## src/sv/pwa_pkg.sv

```systemverilog
// types and constants shared by the postcode word assembler
`timescale 1ns / 1ps
package pwa_pkg;

	localparam int CODE_W   = 32;
	localparam int WORD_W   = 16;
	localparam int LANE_W   = 4;
	localparam int BYTE_W   = 8;
	localparam int STORED_W = 7;
	localparam int LANE_MAX = 3;

	localparam logic OP_CAPTURE = 1'b0;
	localparam logic OP_READ    = 1'b1;

	typedef struct packed {
		logic              opcode;
		logic [WORD_W-1:0] capture_word;
	} item_t;

	typedef struct packed {
		logic                pushed;
		logic                rejected;
		logic [CODE_W-1:0]   new_code;
		logic                read_valid;
		logic [CODE_W-1:0]   read_code;
		logic [STORED_W-1:0] stored_count;
	} result_t;

	typedef struct packed {
		logic              is_read;
		logic              pushed;
		logic              rejected;
		logic [CODE_W-1:0] new_code;
	} cmd_t;

endpackage

```

## src/sv/pwa_ram.sv

```systemverilog
// generic single-write, single-read ram with registered read data
`timescale 1ns / 1ps
module pwa_ram #(
	parameter int WIDTH = 32,
	parameter int DEPTH = 64
) (
	input  logic                     clk,
	input  logic                     we,
	input  logic [$clog2(DEPTH)-1:0] waddr,
	input  logic [WIDTH-1:0]         wdata,
	input  logic                     re,
	input  logic [$clog2(DEPTH)-1:0] raddr,
	output logic [WIDTH-1:0]         rdata
);

	logic [WIDTH-1:0] mem_q [DEPTH];

	always_ff @(posedge clk) begin
		if (we) begin
			mem_q[waddr] <= wdata;
		end
		if (re) begin
			rdata <= mem_q[raddr];
		end
	end

endmodule

```

## src/sv/pwa_front.sv

```systemverilog
// front end: takes captured words, assembles groups, emits ring commands
`timescale 1ns / 1ps
module pwa_front (
	input  logic           clk,
	input  logic           arst_n,
	input  logic           valid,
	input  pwa_pkg::item_t item,
	input  logic           full,
	output logic           stall,
	output logic           cmd_push,
	output pwa_pkg::cmd_t  cmd
);
	import pwa_pkg::*;

	logic [CODE_W-1:0] code_q;
	logic [LANE_W-1:0] last_q;
	logic              has_q;
	logic [1:0]        bytes_q;
	logic              bad_q;

	logic [LANE_W-1:0] lane;
	logic [BYTE_W-1:0] data;
	logic              close, good;
	logic [CODE_W-1:0] code_b, code_n;
	logic              has_b, bad_b, bad_n, seq_ok;
	logic [LANE_W-1:0] last_b;
	logic [1:0]        bytes_b, bytes_n;
	logic              take;

	assign stall    = full;
	assign take     = valid && !full;
	assign cmd_push = take;

	always_comb begin
		lane  = item.capture_word[BYTE_W +: LANE_W];
		data  = item.capture_word[BYTE_W-1:0];
		close = (lane == '0) && (bytes_q != 2'd0);
		good  = (bytes_q == 2'd2) && !bad_q;

		code_b  = close ? '0 : code_q;
		has_b   = close ? 1'b0 : has_q;
		last_b  = close ? '0 : last_q;
		bytes_b = close ? 2'd0 : bytes_q;
		bad_b   = close ? 1'b0 : bad_q;

		seq_ok  = has_b ? ({1'b0, last_b} + 5'd1 == {1'b0, lane}) : (lane == '0);
		bad_n   = bad_b || !seq_ok || (lane > LANE_W'(LANE_MAX));
		code_n  = code_b;
		if (lane <= LANE_W'(LANE_MAX)) begin
			code_n[lane[1:0]*BYTE_W +: BYTE_W] = data;
		end
		bytes_n = (bytes_b == 2'd2) ? 2'd2 : bytes_b + 2'd1;

		cmd.is_read  = (item.opcode == OP_READ);
		cmd.pushed   = !cmd.is_read && close && good;
		cmd.rejected = !cmd.is_read && close && !good;
		cmd.new_code = (!cmd.is_read && close) ? code_q : '0;
	end

	always_ff @(posedge clk or negedge arst_n) begin
		if (!arst_n) begin
			code_q  <= '0;
			last_q  <= '0;
			has_q   <= 1'b0;
			bytes_q <= 2'd0;
			bad_q   <= 1'b0;
		end else if (take && item.opcode == OP_CAPTURE) begin
			if (item.capture_word != '0) begin
				code_q  <= code_n;
				last_q  <= lane;
				has_q   <= 1'b1;
				bytes_q <= bytes_n;
				bad_q   <= bad_n;
			end else begin
				code_q  <= code_b;
				last_q  <= last_b;
				has_q   <= has_b;
				bytes_q <= bytes_b;
				bad_q   <= bad_b;
			end
		end
	end

endmodule

```

## src/sv/pwa_queue.sv

```systemverilog
// two-entry command queue between front and back
`timescale 1ns / 1ps
module pwa_queue (
	input  logic          clk,
	input  logic          arst_n,
	input  logic          push,
	input  pwa_pkg::cmd_t push_cmd,
	output logic          full,
	output logic          nonempty,
	input  logic          pop,
	output pwa_pkg::cmd_t head
);
	import pwa_pkg::*;

	cmd_t       slot_q [2];
	logic       rd_q, wr_q;
	logic [1:0] cnt_q;

	assign full     = (cnt_q == 2'd2);
	assign nonempty = (cnt_q != 2'd0);
	assign head     = slot_q[rd_q];

	always_ff @(posedge clk) begin
		if (push) begin
			slot_q[wr_q] <= push_cmd;
		end
	end

	always_ff @(posedge clk or negedge arst_n) begin
		if (!arst_n) begin
			rd_q  <= 1'b0;
			wr_q  <= 1'b0;
			cnt_q <= 2'd0;
		end else begin
			if (push) begin
				wr_q <= !wr_q;
			end
			if (pop) begin
				rd_q <= !rd_q;
			end
			if (push && !pop) begin
				cnt_q <= cnt_q + 2'd1;
			end else if (pop && !push) begin
				cnt_q <= cnt_q - 2'd1;
			end
		end
	end

endmodule

```

## src/sv/pwa_back.sv

```systemverilog
// back end: history ring pointers, ring ram access and result register
`timescale 1ns / 1ps
module pwa_back #(
	parameter int RING_DEPTH = 64
) (
	input  logic             clk,
	input  logic             arst_n,
	input  logic             cmd_valid,
	input  pwa_pkg::cmd_t    cmd,
	output logic             cmd_pop,
	output logic             valid,
	input  logic             stall,
	output pwa_pkg::result_t result
);
	import pwa_pkg::*;

	localparam int AW = $clog2(RING_DEPTH);
	localparam int CW = $clog2(RING_DEPTH + 1);

	logic [AW-1:0] wp_q, rp_q, wp_inc, rp_inc;
	logic [CW-1:0] cnt_q, cnt_n;
	logic          advance, do_read, do_write, ring_full;
	logic [CODE_W-1:0] rdata;

	logic                valid_s1, pushed_s1, rejected_s1, read_valid_s1;
	logic [CODE_W-1:0]   new_code_s1;
	logic [STORED_W-1:0] count_s1;

	assign advance   = !valid_s1 || !stall;
	assign cmd_pop   = cmd_valid && advance;
	assign ring_full = (cnt_q == CW'(RING_DEPTH));
	assign do_read   = cmd_pop && cmd.is_read && (cnt_q != '0);
	assign do_write  = cmd_pop && !cmd.is_read && cmd.pushed;
	assign wp_inc    = (wp_q == AW'(RING_DEPTH - 1)) ? '0 : wp_q + AW'(1);
	assign rp_inc    = (rp_q == AW'(RING_DEPTH - 1)) ? '0 : rp_q + AW'(1);

	always_comb begin
		cnt_n = cnt_q;
		if (do_read) begin
			cnt_n = cnt_q - CW'(1);
		end else if (do_write && !ring_full) begin
			cnt_n = cnt_q + CW'(1);
		end
	end

	pwa_ram #(
		.WIDTH(CODE_W),
		.DEPTH(RING_DEPTH)
	) u_ring (
		.clk   (clk),
		.we    (do_write),
		.waddr (wp_q),
		.wdata (cmd.new_code),
		.re    (do_read),
		.raddr (rp_q),
		.rdata (rdata)
	);

	always_ff @(posedge clk or negedge arst_n) begin
		if (!arst_n) begin
			wp_q     <= '0;
			rp_q     <= '0;
			cnt_q    <= '0;
			valid_s1 <= 1'b0;
		end else begin
			if (do_write) begin
				wp_q <= wp_inc;
			end
			if (do_read || (do_write && ring_full)) begin
				rp_q <= rp_inc;
			end
			cnt_q <= cnt_n;
			if (advance) begin
				valid_s1 <= cmd_valid;
			end
		end
	end

	always_ff @(posedge clk) begin
		if (cmd_pop) begin
			pushed_s1     <= cmd.pushed;
			rejected_s1   <= cmd.rejected;
			new_code_s1   <= cmd.new_code;
			read_valid_s1 <= do_read;
			count_s1      <= STORED_W'(cnt_n);
		end
	end

	assign valid = valid_s1;

	always_comb begin
		result.pushed       = pushed_s1;
		result.rejected     = rejected_s1;
		result.new_code     = new_code_s1;
		result.read_valid   = read_valid_s1;
		result.read_code    = read_valid_s1 ? rdata : '0;
		result.stored_count = count_s1;
	end

endmodule

```

## src/sv/postcode_word_assembler_core.sv

```systemverilog
// top level of the postcode word assembler with its history ring
//
//   channel   direction   handshake                  payload
//   item      in          item_valid / item_stall    item_t   (opcode, capture_word)
//   result    out         result_valid / result_stall result_t (one per item)
//
// one item per cycle sustained while the queue is not full; a result passes through
// the group logic, the command queue and the ring pointer stage with registered ram read
// reset clears group state, ring pointers and count; ring contents are not cleared
// a stalled result holds; the two-entry queue keeps taking items until it fills
`timescale 1ns / 1ps
module postcode_word_assembler_core #(
	parameter int RING_DEPTH = 64
) (
	input  logic             clk,
	input  logic             arst_n,
	input  logic             item_valid,
	output logic             item_stall,
	input  pwa_pkg::item_t   item,
	output logic             result_valid,
	input  logic             result_stall,
	output pwa_pkg::result_t result
);
	import pwa_pkg::*;

	logic cmd_push, q_full, q_nonempty, q_pop;
	cmd_t front_cmd, q_head;

	pwa_front u_front (
		.clk      (clk),
		.arst_n   (arst_n),
		.valid    (item_valid),
		.item     (item),
		.full     (q_full),
		.stall    (item_stall),
		.cmd_push (cmd_push),
		.cmd      (front_cmd)
	);

	pwa_queue u_queue (
		.clk      (clk),
		.arst_n   (arst_n),
		.push     (cmd_push),
		.push_cmd (front_cmd),
		.full     (q_full),
		.nonempty (q_nonempty),
		.pop      (q_pop),
		.head     (q_head)
	);

	pwa_back #(
		.RING_DEPTH(RING_DEPTH)
	) u_back (
		.clk       (clk),
		.arst_n    (arst_n),
		.cmd_valid (q_nonempty),
		.cmd       (q_head),
		.cmd_pop   (q_pop),
		.valid     (result_valid),
		.stall     (result_stall),
		.result    (result)
	);

endmodule

```

## config.mk

```make
export PLATFORM = sky130hd
export DESIGN_NAME = postcode_word_assembler_core
export DESIGN_NICKNAME = d
export VERILOG_FILES = /design/src/sv/pwa_pkg.sv /design/src/sv/pwa_ram.sv /design/src/sv/pwa_front.sv /design/src/sv/pwa_queue.sv /design/src/sv/pwa_back.sv /design/src/sv/postcode_word_assembler_core.sv
export SDC_FILE = /design/constraint.sdc
export NUM_CORES = 2
export LEC_CHECK = 0
export BUFFER_PORTS_ARGS = -buffer_cell sky130_fd_sc_hd__buf_4
export CORE_UTILIZATION = 51
export DETAILED_ROUTE_END_ITERATION = 6
export PLACE_DENSITY = 0.67
export SLEW_MARGIN = 20
export SYNTH_ARGS = -nofsm -noshare
export SYNTH_HDL_FRONTEND = slang
export SYNTH_SLANG_ARGS = --single-unit
export TNS_END_PERCENT = 5
```

## constraint.sdc

```tcl
create_clock -name clk -period 4.25 [get_ports clk]
set_input_delay 0.2125 -clock clk [delete_from_list [all_inputs] [get_ports clk]]
set_output_delay 0.2125 -clock clk [all_outputs]
set_load 0.05 [all_outputs]
```

==> results.md <==
- Syn Nets: 3856
- Number of failing setup endpoints in the final timing report: 0
- Sink count of the clock tree: 2256
- Cell area after synthesis: 86500 µm²
- Unrepaired setup endpoints after global routing: no
- Number of placed instances, taps included: 6124
- Die Footprint: 171000 µm²
- Number of rows in the core area: 150
- Setup crit start kind: flip-flop
- Leading cell types by count after synthesis: 2192 x sky130_fd_sc_hd__edfxtp_1, 543 x sky130_fd_sc_hd__mux4_2, 157 x sky130_fd_sc_hd__mux2i_1
- Reported max-cap violation count: 0
- Number of optimization iterations in the first detailed-route pass: 6
- GR Overflow Total: 0
- Min cycle time layout: 3.67 ns
- Count of nets after finishing: 4189
- Inserted Clock Buffers: 215
- Die width: 414 µm
- Required time reported for the critical path endpoint: 4.78 ns
- Number of global-route vias before repair: 41.4k
- Outcome: finished clean
- Layout cell share with drive strength beyond 1: 0.296
- Synth unique cells: 59
- Period utilisation layout: 0.864
- Number of enable-type register cells in the synthesized netlist: 2192
- Post-synth top flop: sky130_fd_sc_hd__edfxtp_1
- Fill cells: 11.9k
- Warning count from the yosys run: 0
- Effective utilization at floorplan: 0.516
- Maximum fanout encountered on the critical timing path: 14
- Max transition margin: 0.205
- Leading cell type by number of instances after synthesis: sky130_fd_sc_hd__edfxtp_1
- H-tree depth reported by CTS: 4
- Pin count of the biggest net entering global routing: 78
- Number of hold-slack violations in the final timing report: 0
- WS Path Type: reg -> reg
- Arrival time of data at the critical path endpoint: 4.20 ns
- Worst Max-Slew Pin Slew: 1.19 ns
- Cell types with the largest area share after synthesis: sky130_fd_sc_hd__edfxtp_1 76%, sky130_fd_sc_hd__mux4_2 14%, sky130_fd_sc_hd__dfrtp_1 1.9%, sky130_fd_sc_hd__mux2i_1 1.8%, sky130_fd_sc_hd__mux2_2 0.60%
- Routed length per instance: 33.4 µm
- Number of vias per cell: 6.38
- Share of async-settable or async-resettable flops after synthesis: 0.0284
- Number of slew-limit violations in the final report: 0
- Final std cells w/o fill: 6548
- Residual antenna-violating net count after detailed routing: 0
- Number of storage elements in the synthesis netlist: 2256
- Upper clock frequency limit: 272 MHz
- CTS root buf: sky130_fd_sc_hd__clkbuf_16
- Final HPWL from detailed placement: 123000 µm
- Wire length of the first global-routing pass: 308000 µm
- Layout-stage area growth over the synthesis result: 14.1%
- Overall routing resource usage: 0.258
- Buffers inserted during post-CTS setup optimization: 0
- Y dimension of the die: 414 µm
- Power per cell area: 683 nW/µm²
- Clock latency reported for the late side of the worst-skew pair: 0.85 ns
- Leakage power total: 31.4 nW
- RD Place Congestion: 0.797
- Kind of path behind the tightest hold check: in -> async
- Starting DRT DRC Count: 5233
- DRC violations left: 0
- Number of top-level pins: 97
- CTS Buffer Depth: 3
- VDD IR-drop max: 505 µV
- Top-area cell type share of the netlist area: 0.761
- Final worst clock skew: 0.0332 ns
- Synthesized instance count: 3823
- Total wirelength of the detailed-routed design: 219000 µm
- Vias: 41.8k
- Syn avg cell area: 22.6 µm²
- Count of port buffers added during placement: 96
- Clock-pin slew of the registers on the worst-case setup and hold paths: 0.06 ns
- Endpoint type of the worst setup path: flip-flop
- Summed negative setup slack over all endpoints: 0 ns
- Part of the Yosys area used for sequential elements: 0.779
- Initial antenna violation count: 8
- Post-synthesis cell type with the largest combined area: sky130_fd_sc_hd__edfxtp_1
- Core Box Area: 168000 µm²
- TritonCTS clock tree: built
[logic make-up (layout without fill, tap and decap cells)]
logic type	count (synthesis)	in the layout	synth area share
fa+ha+maj	12	12	0.00173
xor+xnor	19	19	0.00192
compound gates	238	238	0.0195
flops	2256	2256	0.779
simple gates	339	339	0.0194
mux	746	746	0.165
buf+inv	213	732	0.0130
other cells	0	2	0
[critical path, stage by stage (launching register included)]
cell and delay [ns]:
sky130_fd_sc_hd__dfrtp_2 0.42, sky130_fd_sc_hd__or3b_2 0.49, sky130_fd_sc_hd__a21oi_1 0.18, sky130_fd_sc_hd__buf_4 0.22, sky130_fd_sc_hd__nor2b_1 0.29, sky130_fd_sc_hd__nand2_1 0.58
sky130_fd_sc_hd__nor2_4 0.82, sky130_fd_sc_hd__buf_4 0.34
[registers in the layout, summed over array words and instances (netlist names), 2 cells and up]
name                 count
u_back.cnt_q             7
u_back.count_s1          7
u_back.new_code_s1      32
u_back.rp_q              6
u_back.u_ring.mem_q   2048
u_back.u_ring.rdata     32
u_back.wp_q              6
u_front.bytes_q          2
u_front.code_q          32
u_front.last_q           4
u_queue.cnt_q            2
u_queue.slot_q          70
[per-stage QoR]
| step | total power [mW] | util | setup slack [ns] | cell area (µm²) | hold WS [ns] |
|---|---|---|---|---|---|
| 2_1_floorplan | 41.9 | - | 0.654 | 86500 | -0.0831 |
| 3_3_place_gp | 49.0 | 0.546 | 0.596 | 91600 | 0.405 |
| 3_5_place_dp | 49.3 | 0.546 | 0.684 | 91700 | 0.409 |
| 4_1_cts | 67.6 | 0.588 | 0.626 | 98600 | 0.00880 |
| 5_1_grt | 69.5 | 0.588 | 0.456 | 98700 | 0.0913 |
| 6_report | 67.4 | 0.588 | 0.580 | 98700 | 0.0614 |
[report_power, final]
part	leakage, nW	switching, mW	internal (mW)
Combinational	7.38	12.3	7.71
Clock	3.37	8.21	10.3
Sequential	20.7	0.651	28.1
[metal layers]
| metal | wire length (µm) | vias to the layer above | global-route usage |
|---|---|---|---|
| met2 | 108000 | 2012 | 0.416 |
| met5 | 13 | - | 0 |
| li1 | - | 16821 | - |
| met4 | 6020 | 2 | 0.0738 |
| met3 | 18100 | 303 | 0.0446 |
| met1 | 86600 | 22623 | 0.367 |
[worst paths after layout]
check / slack (ns) / to / depth (start not counted) / from
min reg2reg: 0.50 / u_front.code_q[27] / 1 / u_front.code_q[27]
max in group asynchronous: 3.47 / u_back.rp_q[0] / 2 / arst_n
max reg2reg: 0.58 / u_back.u_ring.mem_q[0][17] / 7 / u_queue.rd_q
min: 0.06 / u_back.cnt_q[0] / 2 / arst_n
max: 0.58 / u_back.u_ring.mem_q[0][17] / 7 / u_queue.rd_q
min in group clk: 0.09 / u_front.last_q[2] / 5 / item[14]
[placed cells by master (no fill, tap or decap), types with 7 or more instances in the layout]
cell / synthesis / final
sky130_fd_sc_hd__dlygate4sd3_1: 0 / 16
sky130_fd_sc_hd__clkbuf_16: 0 / 217
sky130_fd_sc_hd__nor2b_1: 10 / 10
sky130_fd_sc_hd__nor2_1: 125 / 60
sky130_fd_sc_hd__ha_1: 12 / 12
sky130_fd_sc_hd__a2111oi_0: 13 / 13
sky130_fd_sc_hd__clkbuf_1: 80 / 47
sky130_fd_sc_hd__a22oi_1: 35 / 35
sky130_fd_sc_hd__mux4_2: 543 / 543
sky130_fd_sc_hd__nand2_1: 48 / 48
sky130_fd_sc_hd__a22o_1: 38 / 38
sky130_fd_sc_hd__clkinv_2: 0 / 60
sky130_fd_sc_hd__o21ai_0: 41 / 41
sky130_fd_sc_hd__mux2i_1: 157 / 157
sky130_fd_sc_hd__buf_4: 28 / 241
sky130_fd_sc_hd__edfxtp_1: 2192 / 2192
sky130_fd_sc_hd__buf_12: 0 / 57
sky130_fd_sc_hd__dfrtp_1: 64 / 58
sky130_fd_sc_hd__mux2_2: 46 / 41
sky130_fd_sc_hd__nand3_1: 33 / 33
sky130_fd_sc_hd__o22ai_1: 17 / 17
sky130_fd_sc_hd__bufinv_16: 0 / 15
sky130_fd_sc_hd__o211ai_1: 10 / 10
sky130_fd_sc_hd__inv_1: 13 / 11
sky130_fd_sc_hd__clkinv_1: 1 / 42
sky130_fd_sc_hd__a31oi_1: 7 / 7
sky130_fd_sc_hd__a211oi_1: 14 / 14
sky130_fd_sc_hd__nor3_1: 11 / 11
sky130_fd_sc_hd__and2_1: 73 / 73
sky130_fd_sc_hd__a21oi_1: 31 / 31
sky130_fd_sc_hd__xnor2_1: 14 / 14
sky130_fd_sc_hd__nor2_4: 0 / 65
[final cells by class]
type	instances	area (µm²)	area share
Clock inverter	138	1180	0.0120
Sequential cell	2256	67400	0.683
Timing Repair Buffer	315	3140	0.0318
Antenna cell	2	5.00	0.0000507
Multi-Input combinational cell	1354	18500	0.188
Clock buffer	265	5620	0.0569
Tap cell	2204	2760	0.0279
Inverter	14	52.6	0.000532
[timing repair]
item	4_1_cts	5_1_grt
hold endpoints to repair	109	0
gates resized for setup	0	0
hold buffers	16	0
(Power assumes the default switching activity.)
